File: src/design/prpdd_pkg.sv
// Shared types and constants for the PRP duplicate discard unit.
// Holds trailer constants, hash constants, verdict codes, state enums and
// the entry struct and the structs passed between the controller and entry table.
package prpdd_pkg;

   // Trailer recognition
   localparam logic [11:0] SIZE_MASK   = 12'hFFF;
   localparam logic [11:0] ETH_HDR_LEN = 12'd14;
   localparam logic [11:0] TRAILER_LEN = 12'd6;
   localparam logic [11:0] MIN_PRP_LEN = ETH_HDR_LEN + TRAILER_LEN;
   localparam logic [15:0] PRP_SUFFIX  = 16'h88FB;

   // Multiplicative hash constant, split into 32-bit halves
   localparam logic [31:0] HASH_HI = 32'h9E3779B9;
   localparam logic [31:0] HASH_LO = 32'h7F4A7C15;

   // Register reset value
   localparam logic [15:0] FORGET_RESET = 16'd400;

   // Stream word widths
   localparam int REQ_TDATA_W = 144;
   localparam int RSP_TDATA_W = 8;

   typedef enum logic [1:0] {
      VERDICT_PASS_RAW = 2'd0,
      VERDICT_PASS_PRP = 2'd1,
      VERDICT_DROP     = 2'd2
   } verdict_type;

   typedef enum logic [2:0] {
      HS_IDLE,
      HS_P0,
      HS_P1,
      HS_P2,
      HS_QUOT,
      HS_REM,
      HS_FIX
   } hash_state_type;

   typedef enum logic [1:0] {
      TB_CLEAR,
      TB_IDLE,
      TB_EVAL
   } table_state_type;

   typedef enum logic [1:0] {
      CT_IDLE,
      CT_HASH,
      CT_LOOKUP,
      CT_OUTPUT
   } ctrl_state_type;

   // One stored table entry
   typedef struct packed {
      logic        valid;
      logic [63:0] key;
      logic [1:0]  seen;
      logic [31:0] stamp;
   } entry_type;

   // Lookup request from controller to table
   typedef struct packed {
      logic        start;
      logic        port;
      logic [63:0] key;
      logic [31:0] now_ms;
      logic [15:0] forget;
   } tbl_req_type;

   // Table status back to controller
   typedef struct packed {
      logic        ready;
      logic        done;
      verdict_type verdict;
      logic        was_new;
   } tbl_status_type;

endpackage

File: src/design/prpdd_hash.sv
// Slot hash unit: multiplicative hash of the 64-bit key, reduced modulo the
// table depth, on one shared 32x32 multiplier. Depends on prpdd_pkg.
module prpdd_hash
   import prpdd_pkg::*;
#(
   parameter int TABLE_ENTRIES = 256
) (
   input  logic                             clock,
   input  logic                             reset,
   input  logic                             start,
   input  logic [63:0]                      key,
   output logic                             done,
   output logic [$clog2(TABLE_ENTRIES)-1:0] slot
);

   localparam int IDX_W = $clog2(TABLE_ENTRIES);
   // floor(2^32 / depth): quotient estimate is low by at most one
   localparam logic [63:0] RECIP_WIDE = 64'h1_0000_0000 / 64'(TABLE_ENTRIES);
   localparam logic [31:0] RECIP      = RECIP_WIDE[31:0];
   localparam logic [31:0] DIVISOR    = 32'(TABLE_ENTRIES);

   hash_state_type   state_ff, state_in;
   logic [63:0]      key_ff, key_in;
   logic [31:0]      acc_ff, acc_in;
   logic [31:0]      quot_ff, quot_in;
   logic [IDX_W-1:0] slot_ff, slot_in;
   logic             done_ff, done_in;
   logic [31:0]      mult_a, mult_b;
   logic [63:0]      prod;
   logic [31:0]      rem;

   // Shared multiplier
   assign prod = 64'(mult_a) * 64'(mult_b);

   // Final correction of the remainder
   assign rem = (acc_ff >= DIVISOR) ? (acc_ff - DIVISOR) : acc_ff;

   // Sequence partial products, then quotient, remainder and correction
   always_comb begin
      state_in = state_ff;
      key_in   = key_ff;
      acc_in   = acc_ff;
      quot_in  = quot_ff;
      slot_in  = slot_ff;
      done_in  = 1'b0;
      mult_a   = '0;
      mult_b   = '0;
      case (state_ff)
         HS_IDLE: begin
            if (start) begin
               key_in   = key;
               state_in = HS_P0;
            end
         end
         HS_P0: begin
            mult_a   = key_ff[31:0];
            mult_b   = HASH_LO;
            acc_in   = prod[63:32];
            state_in = HS_P1;
         end
         HS_P1: begin
            mult_a   = key_ff[63:32];
            mult_b   = HASH_LO;
            acc_in   = acc_ff + prod[31:0];
            state_in = HS_P2;
         end
         HS_P2: begin
            mult_a   = key_ff[31:0];
            mult_b   = HASH_HI;
            acc_in   = acc_ff + prod[31:0];
            state_in = HS_QUOT;
         end
         HS_QUOT: begin
            mult_a   = acc_ff;
            mult_b   = RECIP;
            quot_in  = prod[63:32];
            state_in = HS_REM;
         end
         HS_REM: begin
            mult_a   = quot_ff;
            mult_b   = DIVISOR;
            acc_in   = acc_ff - prod[31:0];
            state_in = HS_FIX;
         end
         HS_FIX: begin
            slot_in  = rem[IDX_W-1:0];
            done_in  = 1'b1;
            state_in = HS_IDLE;
         end
         default: begin
            state_in = HS_IDLE;
         end
      endcase
   end

   // Control registers
   always_ff @(posedge clock) begin
      if (reset) begin
         state_ff <= HS_IDLE;
         done_ff  <= 1'b0;
      end else begin
         state_ff <= state_in;
         done_ff  <= done_in;
      end
   end

   // Datapath registers
   always_ff @(posedge clock) begin
      key_ff  <= key_in;
      acc_ff  <= acc_in;
      quot_ff <= quot_in;
      slot_ff <= slot_in;
   end

   assign done = done_ff;
   assign slot = slot_ff;

   // Completion is a single-cycle pulse
   a_done_pulse: assert property (@(posedge clock) disable iff (reset)
      done_ff |=> !done_ff)
      else $error("hash done held longer than one cycle");

   // Reported slot lies inside the table
   a_slot_range: assert property (@(posedge clock) disable iff (reset)
      done_ff |-> (32'(slot_ff) < DIVISOR))
      else $error("hash slot outside table");

   // Estimated remainder needs at most one correction
   a_fix_bound: assert property (@(posedge clock) disable iff (reset)
      (state_ff == HS_FIX) |-> (33'(acc_ff) < (33'(DIVISOR) << 1)))
      else $error("remainder estimate out of correction range");

endmodule

File: config.mk
export PLATFORM = sky130hd
export DESIGN_NAME = prpdd_hash
export DESIGN_NICKNAME = d
export VERILOG_FILES = /design/src/design/prpdd_pkg.sv /design/src/design/prpdd_hash.sv
export SDC_FILE = /design/constraint.sdc
export NUM_CORES = 2
export LEC_CHECK = 0
export BUFFER_PORTS_ARGS = -buffer_cell sky130_fd_sc_hd__buf_2
export CAP_MARGIN = 40
export CORE_UTILIZATION = 57
export CTS_CLUSTER_DIAMETER = 40
export DETAILED_ROUTE_END_ITERATION = 16
export PLACE_DENSITY = 0.76
export SYNTH_ARGS = -nofsm -noshare
export SYNTH_HDL_FRONTEND = slang
export SYNTH_SLANG_ARGS = --single-unit
File: constraint.sdc
create_clock -name clock -period 10 [get_ports clock]
set_input_delay 0.5 -clock clock [delete_from_list [all_inputs] [get_ports clock]]
set_output_delay 0.5 -clock clock [all_outputs]
set_load 0.02 [all_outputs]
==> Word-level counts from Yosys, hierarchy flattened <==
Cells that the tools add are included.
{ "totals": {"regBits": 140, "latchBits": 0, "ram_bits": 0, "romBits": 0, "inputBits": 67, "output_inout_bits": 9, "elab_cells": 31, "memories": 0} }
{ "classes": {"add_sub_neg": 3, "multipliers": 1, "div_mod_pow": 0, "n_lt_le_gt_ge": 1, "eq_ne": 7, "shifts": 0, "mux": 7, "n_bitwise": 0, "n_reduce_logical": 6} }
{ "ops": {"columns": ["operator", "n"], "rows": [
  ["32-bit one-hot mux with 4 select lines", 2],
  ["32-bit one-hot mux with 3 select lines", 1],
  ["32-bit by 32-bit multiplier with 64-bit output", 1],
  ["32-bit adder", 1],
  ["32-bit by 9-bit >= comparator with 1-bit output (second input constant)", 1],
  ["32-bit subtractor", 1],
  ["3-bit one-hot mux with 6 select lines", 1],
  ["3-bit equality test (second input constant)", 3],
  ["8-bit two-way mux", 1],
  ["8-bit by 1-bit subtractor with 8-bit output (second input constant)", 1],
  ["3-bit by 2-bit equality test with 1-bit output (second input constant)", 2],
  ["2-bit OR reduction", 3],
  ["3-bit by 1-bit equality test with 1-bit output (second input constant)", 1],
  ["3-bit zero test", 1],
  ["3-bit two-way mux", 1],
  ["3-bit nonzero test", 1],
  ["2-bit inequality test (second input constant)", 1],
  ["2-bit AND reduction", 1],
  ["1-bit two-way mux", 1]
]} }

==> Logic depth before layout (Yosys ltp) <==
{ "logic_depth": {"depth_word": 6, "depth_mapped": 46, "ltp_nobuf": 43} }

==> Worst setup path after synthesis <==
OpenSTA, ideal clock, no wires.
{ "synth_timing": {"path_type": "register -> register", "start": "register state_ff[2]", "end": "register acc_ff[30] (data pin)", "setup_ns": 0.260, "arrival_time_ns": 10.009, "required_time_ns": 9.740, "setup_slack_ns": -0.269, "path_stages_with_launch": 44, "period_less_slack_ns": 10.269, "path_cell_list": "dfxtp_1 -> clkbuf_1 -> nor2b_1 -> clkbuf_1 -> clkbuf_1 -> nand2_1 -> nand2_1 -> inv_1 -> nor2_1 -> inv_1 -> fa_1 -> inv_1 -> ha_1 -> fa_1 -> inv_1 -> fa_1 -> inv_1 -> fa_1 -> [... 8 more ...] -> a31o_2 -> a221oi_2 -> o21ai_1 -> xnor2_1 -> o2111ai_1 -> or2_1 -> o21ai_0 -> xor2_1 -> ha_1 -> clkbuf_1 -> nor2b_1 -> o21ai_0 -> o311ai_0 -> a22o_1 -> a2111oi_0 -> o21bai_1 -> xor2_1 -> mux2_2"} }
{ "synth_via": {"elab_chain_cells": 6, "word_cells_on_any_way": 14, "classes_between": "add/sub (2); mul (1); eq/ne (5); mux (3); reduce/logical (3)"} }
{ "synth_rtl": {"columns": ["item", "line_no", "rtl"], "rows": [
  ["start: declaration", "prpdd_hash.sv:22", "hash_state_type state_ff, state_in;"],
  ["start signal: assignment", "prpdd_hash.sv:102", "state_ff <= state_in;"],
  ["3-bit by 2-bit equality test with 1-bit output / 3-bit by 1-bit equality test with 1-bit output (equally long branches)", "prpdd_hash.sv:48", "case (state_ff)"],
  ["2-bit OR reduction (no source line)", null, null],
  ["32-bit one-hot mux with 4 select lines", "prpdd_hash.sv:48", null],
  ["32-bit by 32-bit multiplier with 64-bit output", "prpdd_hash.sv:33", "assign prod = 64'(mult_a) * 64'(mult_b);"],
  ["32-bit subtractor / 32-bit adder (equally long branches)", "prpdd_hash.sv:82, prpdd_hash.sv:64, prpdd_hash.sv:70", null],
  ["32-bit one-hot mux with 3 select lines (*)", "prpdd_hash.sv:48", null],
  ["named net acc_in[30]", "prpdd_hash.sv:24", "logic [31:0] acc_ff, acc_in;"],
  ["end signal: assignment", "prpdd_hash.sv:110", "acc_ff <= acc_in;"],
  ["end: declaration", "prpdd_hash.sv:24", null]
]} }
Mark *: on every way through the listed nets, which the timed path passes. The rest lies on a longest branch.
A chain may end at the register's enable or synchronous reset.

==> Worst setup path in the final report <==
{ "layout_timing": {"start": "register state_ff[1]", "end": "register acc_ff[22] (data pin)"} }
{ "layout_via": {"word_cells_on_any_way": 14, "classes_between": "add/sub (2); mul (1); eq/ne (5); mux (3); reduce/logical (3)"} }
{ "layout_lines": {"columns": ["item", "line_no", "rtl"], "rows": [
  ["3-bit by 2-bit equality test with 1-bit output / 3-bit by 1-bit equality test with 1-bit output (equally long branches)", "prpdd_hash.sv:48", null],
  ["2-bit OR reduction (no source line)", null, null],
  ["32-bit one-hot mux with 4 select lines", "prpdd_hash.sv:48", null],
  ["32-bit by 32-bit multiplier with 64-bit output (*)", "prpdd_hash.sv:33", null],
  ["named net prod[54]", "prpdd_hash.sv:29", "logic [63:0] prod;"],
  ["32-bit one-hot mux with 3 select lines (*)", "prpdd_hash.sv:48", null],
  ["named net acc_in[22]", "prpdd_hash.sv:24", null]
]} }
Marked as above.

==> flow_summary.yaml <==
outcome:
  status: "complete, but fails checks"
  failed_checks: "DRC"
floorplanning:
  start_util_pct: 57.7
  io_pins: 76
  rows: 89
  fp.dieArea_um2: 60900
  die_h_um: 247
  die_w_um: 247
  core_area_um2: 59100
sta:
  rsz0062_at_grt: "yes"
  fin_skew_ns: 0.0151
  whs_ns: 0.225
  finalSetupViolations: 0
  finalHoldViolCount: 0
  post-route-period-util_pct: 97.6
  slew_viol_final: 0
  max_clock_freq_mhz: 102
  tightestPinTransition_ns: 0.808
  min_period_ns: 9.76
  max_slew_margin_pct: 45.6
  worst_slack_ns: 0.235
placement:
  numPortBuffers: 75
  dp_hpwl_um: 104000
  dp_slack_ns: -0.0119
  gp_congestion: 1.08
  dpl_cell_area_um2: 37100
detailed_routing:
  wl_um: 116000
  num_vias: 25674
  drt_iter0_drc: 2766
  wl_per_cell_um: 26.3
  drtAntennaViolNets: 0
  viasPerCell: 5.80
  drcViolationCount: 8
  first_pass_iters: 12
clock_tree:
  clockBufferDepth: 2
  numCtsBuffers: 17
  cts_max_level: 4
  clk_latency_ns: 0.45
  cts_tree: "yes"
  cts-root-buf: "clkbuf_16"
  cts_sinks: 140
  clk_pin_slew_ns: 0.07
yosys:
  ys_ff_latch: 140
  netlist_top_cells_area: "fa_1 (41%), ha_1 (16%), edfxtp_1 (12%), inv_1 (9.8%), nand2_1 (2.4%)"
  yosys.cell_types.count: 92
  syn_inst: 3371
  async_reset_ff_share_pct: 0
  synthesis.area_um2: 34100
  ys_warn_count: 0
  synth_top_area_cell: "fa_1"
  synth-edff-count: 136
  ys.flop_type: "edfxtp_1"
  syn_area_per_cell_um2: 10.1
  synth_nets: 4578
  synth_top_area_share_pct: 41.2
  yosysSeqAreaShare_pct: 12.2
grt:
  grt_overflow: 0
  grt_use_met3_pct: 7.30
  grt_pass1_vias: 26927
  antenna_found_initial: 1
  grt_usage_pct: 40.1
  use_met1_pct: 51.9
  use_met2_pct: 62.4
  grt-busiest-layer: "met2"
  grt_pass1_wl_um: 173000
  grt_max_degree: 42
worst_setup_path:
  path_max_fanout: 23
  max_stage_delay_ns: 0.64
  worstReg2RegStart: "state_ff[1]"
  crit_type: "reg -> reg"
  worstPathRequired_ns: 10.20
  endpoint_kind: "flip-flop"
  arrival_ns: 9.96
  reg2reg_to: "acc_ff[22]"
  critPathSlowestCell: "a22oi_1"
  r2r_cells: 34
  r2r_slack_ns: 0.24
  cp-start-kind: "flip-flop"
  worst_path_most_repeated_cell: "inv_1"
layout:
  multi_input_area_um2: 26600
  seqCellArea_um2: 4170
  final_nets: 4843
  fillers: 4781
  design_area_um2: 38000
  drive_gt1_share_pct: 12.7
  syn2layout_area_growth_pct: 11.4
worst_hold_path:
  hold_path.class: "in -> reg"
  hold_end: "key_ff[58]"
  holdPathStages: 1
  min-delay-start: "key[58]"
run:
  cap_viol_max_count: 0
metrics by stage:
| stage | TNS, ns | std cells | util [%] |
|---|---|---|---|
| 2_1_floorplan | 0 | 3371 | - |
| 3_3_place_gp | 0 | 4383 | 62.7 |
| 3_5_place_dp | -0.0119 | 4386 | 62.8 |
| 4_1_cts | 0 | 4418 | 63.8 |
| 5_1_grt | -0.299 | 4422 | 64.3 |
| 6_report | 0 | 4423 | 64.3 |
worst max path at each step:
stage | slack (ns) | end | cells after the start | start
after floorplan | 0.004 | acc_ff[30] | 39 | state_ff[1]
after CTS | 0.02 | acc_ff[30] | 40 | state_ff[1]
final | 0.24 | acc_ff[22] | 34 | state_ff[1]
after global placement | 0.11 | acc_ff[30] | 40 | state_ff[1]
after global routing | -0.12 | acc_ff[25] | 42 | state_ff[1]
after detailed placement | -0.01 | acc_ff[30] | 40 | state_ff[1]
cells in the mapped netlist (all sizes together), types with 11 or more instances:
| library cell | instances |
|---|---|
| inv | 887 |
| fa | 702 |
| ha | 438 |
| nand2 | 214 |
| nor2 | 138 |
| edfxtp | 136 |
| a21oi | 120 |
| o21ai | 97 |
| xnor2 | 68 |
| a21o | 67 |
| clkbuf | 59 |
| xor2 | 48 |
| a22oi | 34 |
| and2 | 28 |
| nor2b | 28 |
| nand3 | 24 |
| nor3 | 24 |
| buf | 20 |
| nand3b | 20 |
| and3 | 18 |
| nand4 | 14 |
| a31oi | 12 |
| o31ai | 12 |
| a211oi | 11 |
| o21a | 11 |
| o21bai | 11 |
registers in the layout (all words and copies together), names as in the netlist:
register,flops
acc_ff,32
slot,8
done,1
quot_ff,32
key_ff,64
state_ff,3
cells in the final DEF, fill, tap and decap left out, types with 14 or more instances in the layout:
| master | n |
|---|---|
| edfxtp_1 | 136 |
| a21oi_1 | 110 |
| nor2b_1 | 25 |
| buf_4 | 239 |
| inv_1 | 881 |
| clkbuf_16 | 17 |
| nand4_1 | 14 |
| and2_1 | 27 |
| o21ai_0 | 84 |
| nand3_1 | 24 |
| xor2_1 | 45 |
| buf_2 | 76 |
| nand2_1 | 209 |
| fa_1 | 702 |
| nand3b_1 | 20 |
| a22oi_1 | 32 |
| nor3_1 | 19 |
| and3_1 | 17 |
| ha_1 | 436 |
| a21o_1 | 67 |
| xnor2_1 | 66 |
| nor2_1 | 132 |
layout make-up:
cell class                 count  share of cell area, %
sequential                   140                   11.0
tap                          773                   2.54
clock buffer                  17                   1.12
clock inverter                15                  0.517
inverter                     887                   8.76
antenna                        1                0.00658
timing repair buffer         325                   6.14
multi-input combinational   2265                   69.9
worst max-delay path: cells and delay by family, from the launching register on:
kind	cells	cell delay [ns]
muxes	1	0.29
adders and majority gates	9	4.33
xor gates and xnor gates	1	0.23
DFF	1	0.37
buffers and inverters	12	1.37
AOI/OAI and AO/OA	9	2.68
and+or+nand+nor	2	0.23
logic make-up (layout without fill, tap and decap cells):
family | Yosys count | in the layout | share of synthesized area, %
AOI/OAI and AO/OA | 453 | 453 | 8.99
xor gates and xnor gates | 116 | 116 | 2.98
adders and majority gates | 1142 | 1142 | 57.3
buffers and inverters | 966 | 1244 | 10.7
DFF | 140 | 140 | 12.2
muxes | 12 | 12 | 0.389
other | 0 | 1 | 0
and+or+nand+nor | 542 | 542 | 7.44
routing by layer:
layer | up-vias | wire [um]
met5 | - | 0
met4 | 0 | 9190
met3 | 346 | 10800
met2 | 1411 | 52700
met1 | 12812 | 43700
li1 | 11105 | -
timing repair:
| action | in CTS | in global routing |
|---|---|---|
| resized for setup | 1 | 66 |
| setup endpoints to repair | 1 | 13 |
| gates cloned | 0 | 0 |
| buffers inserted | 0 | 4 |
| pin swaps | 0 | 11 |
| hold buffers | 0 | 0 |
Power is not shown: default switching activity piles up to over one toggle a cycle in this logic, so the estimate is an artifact.
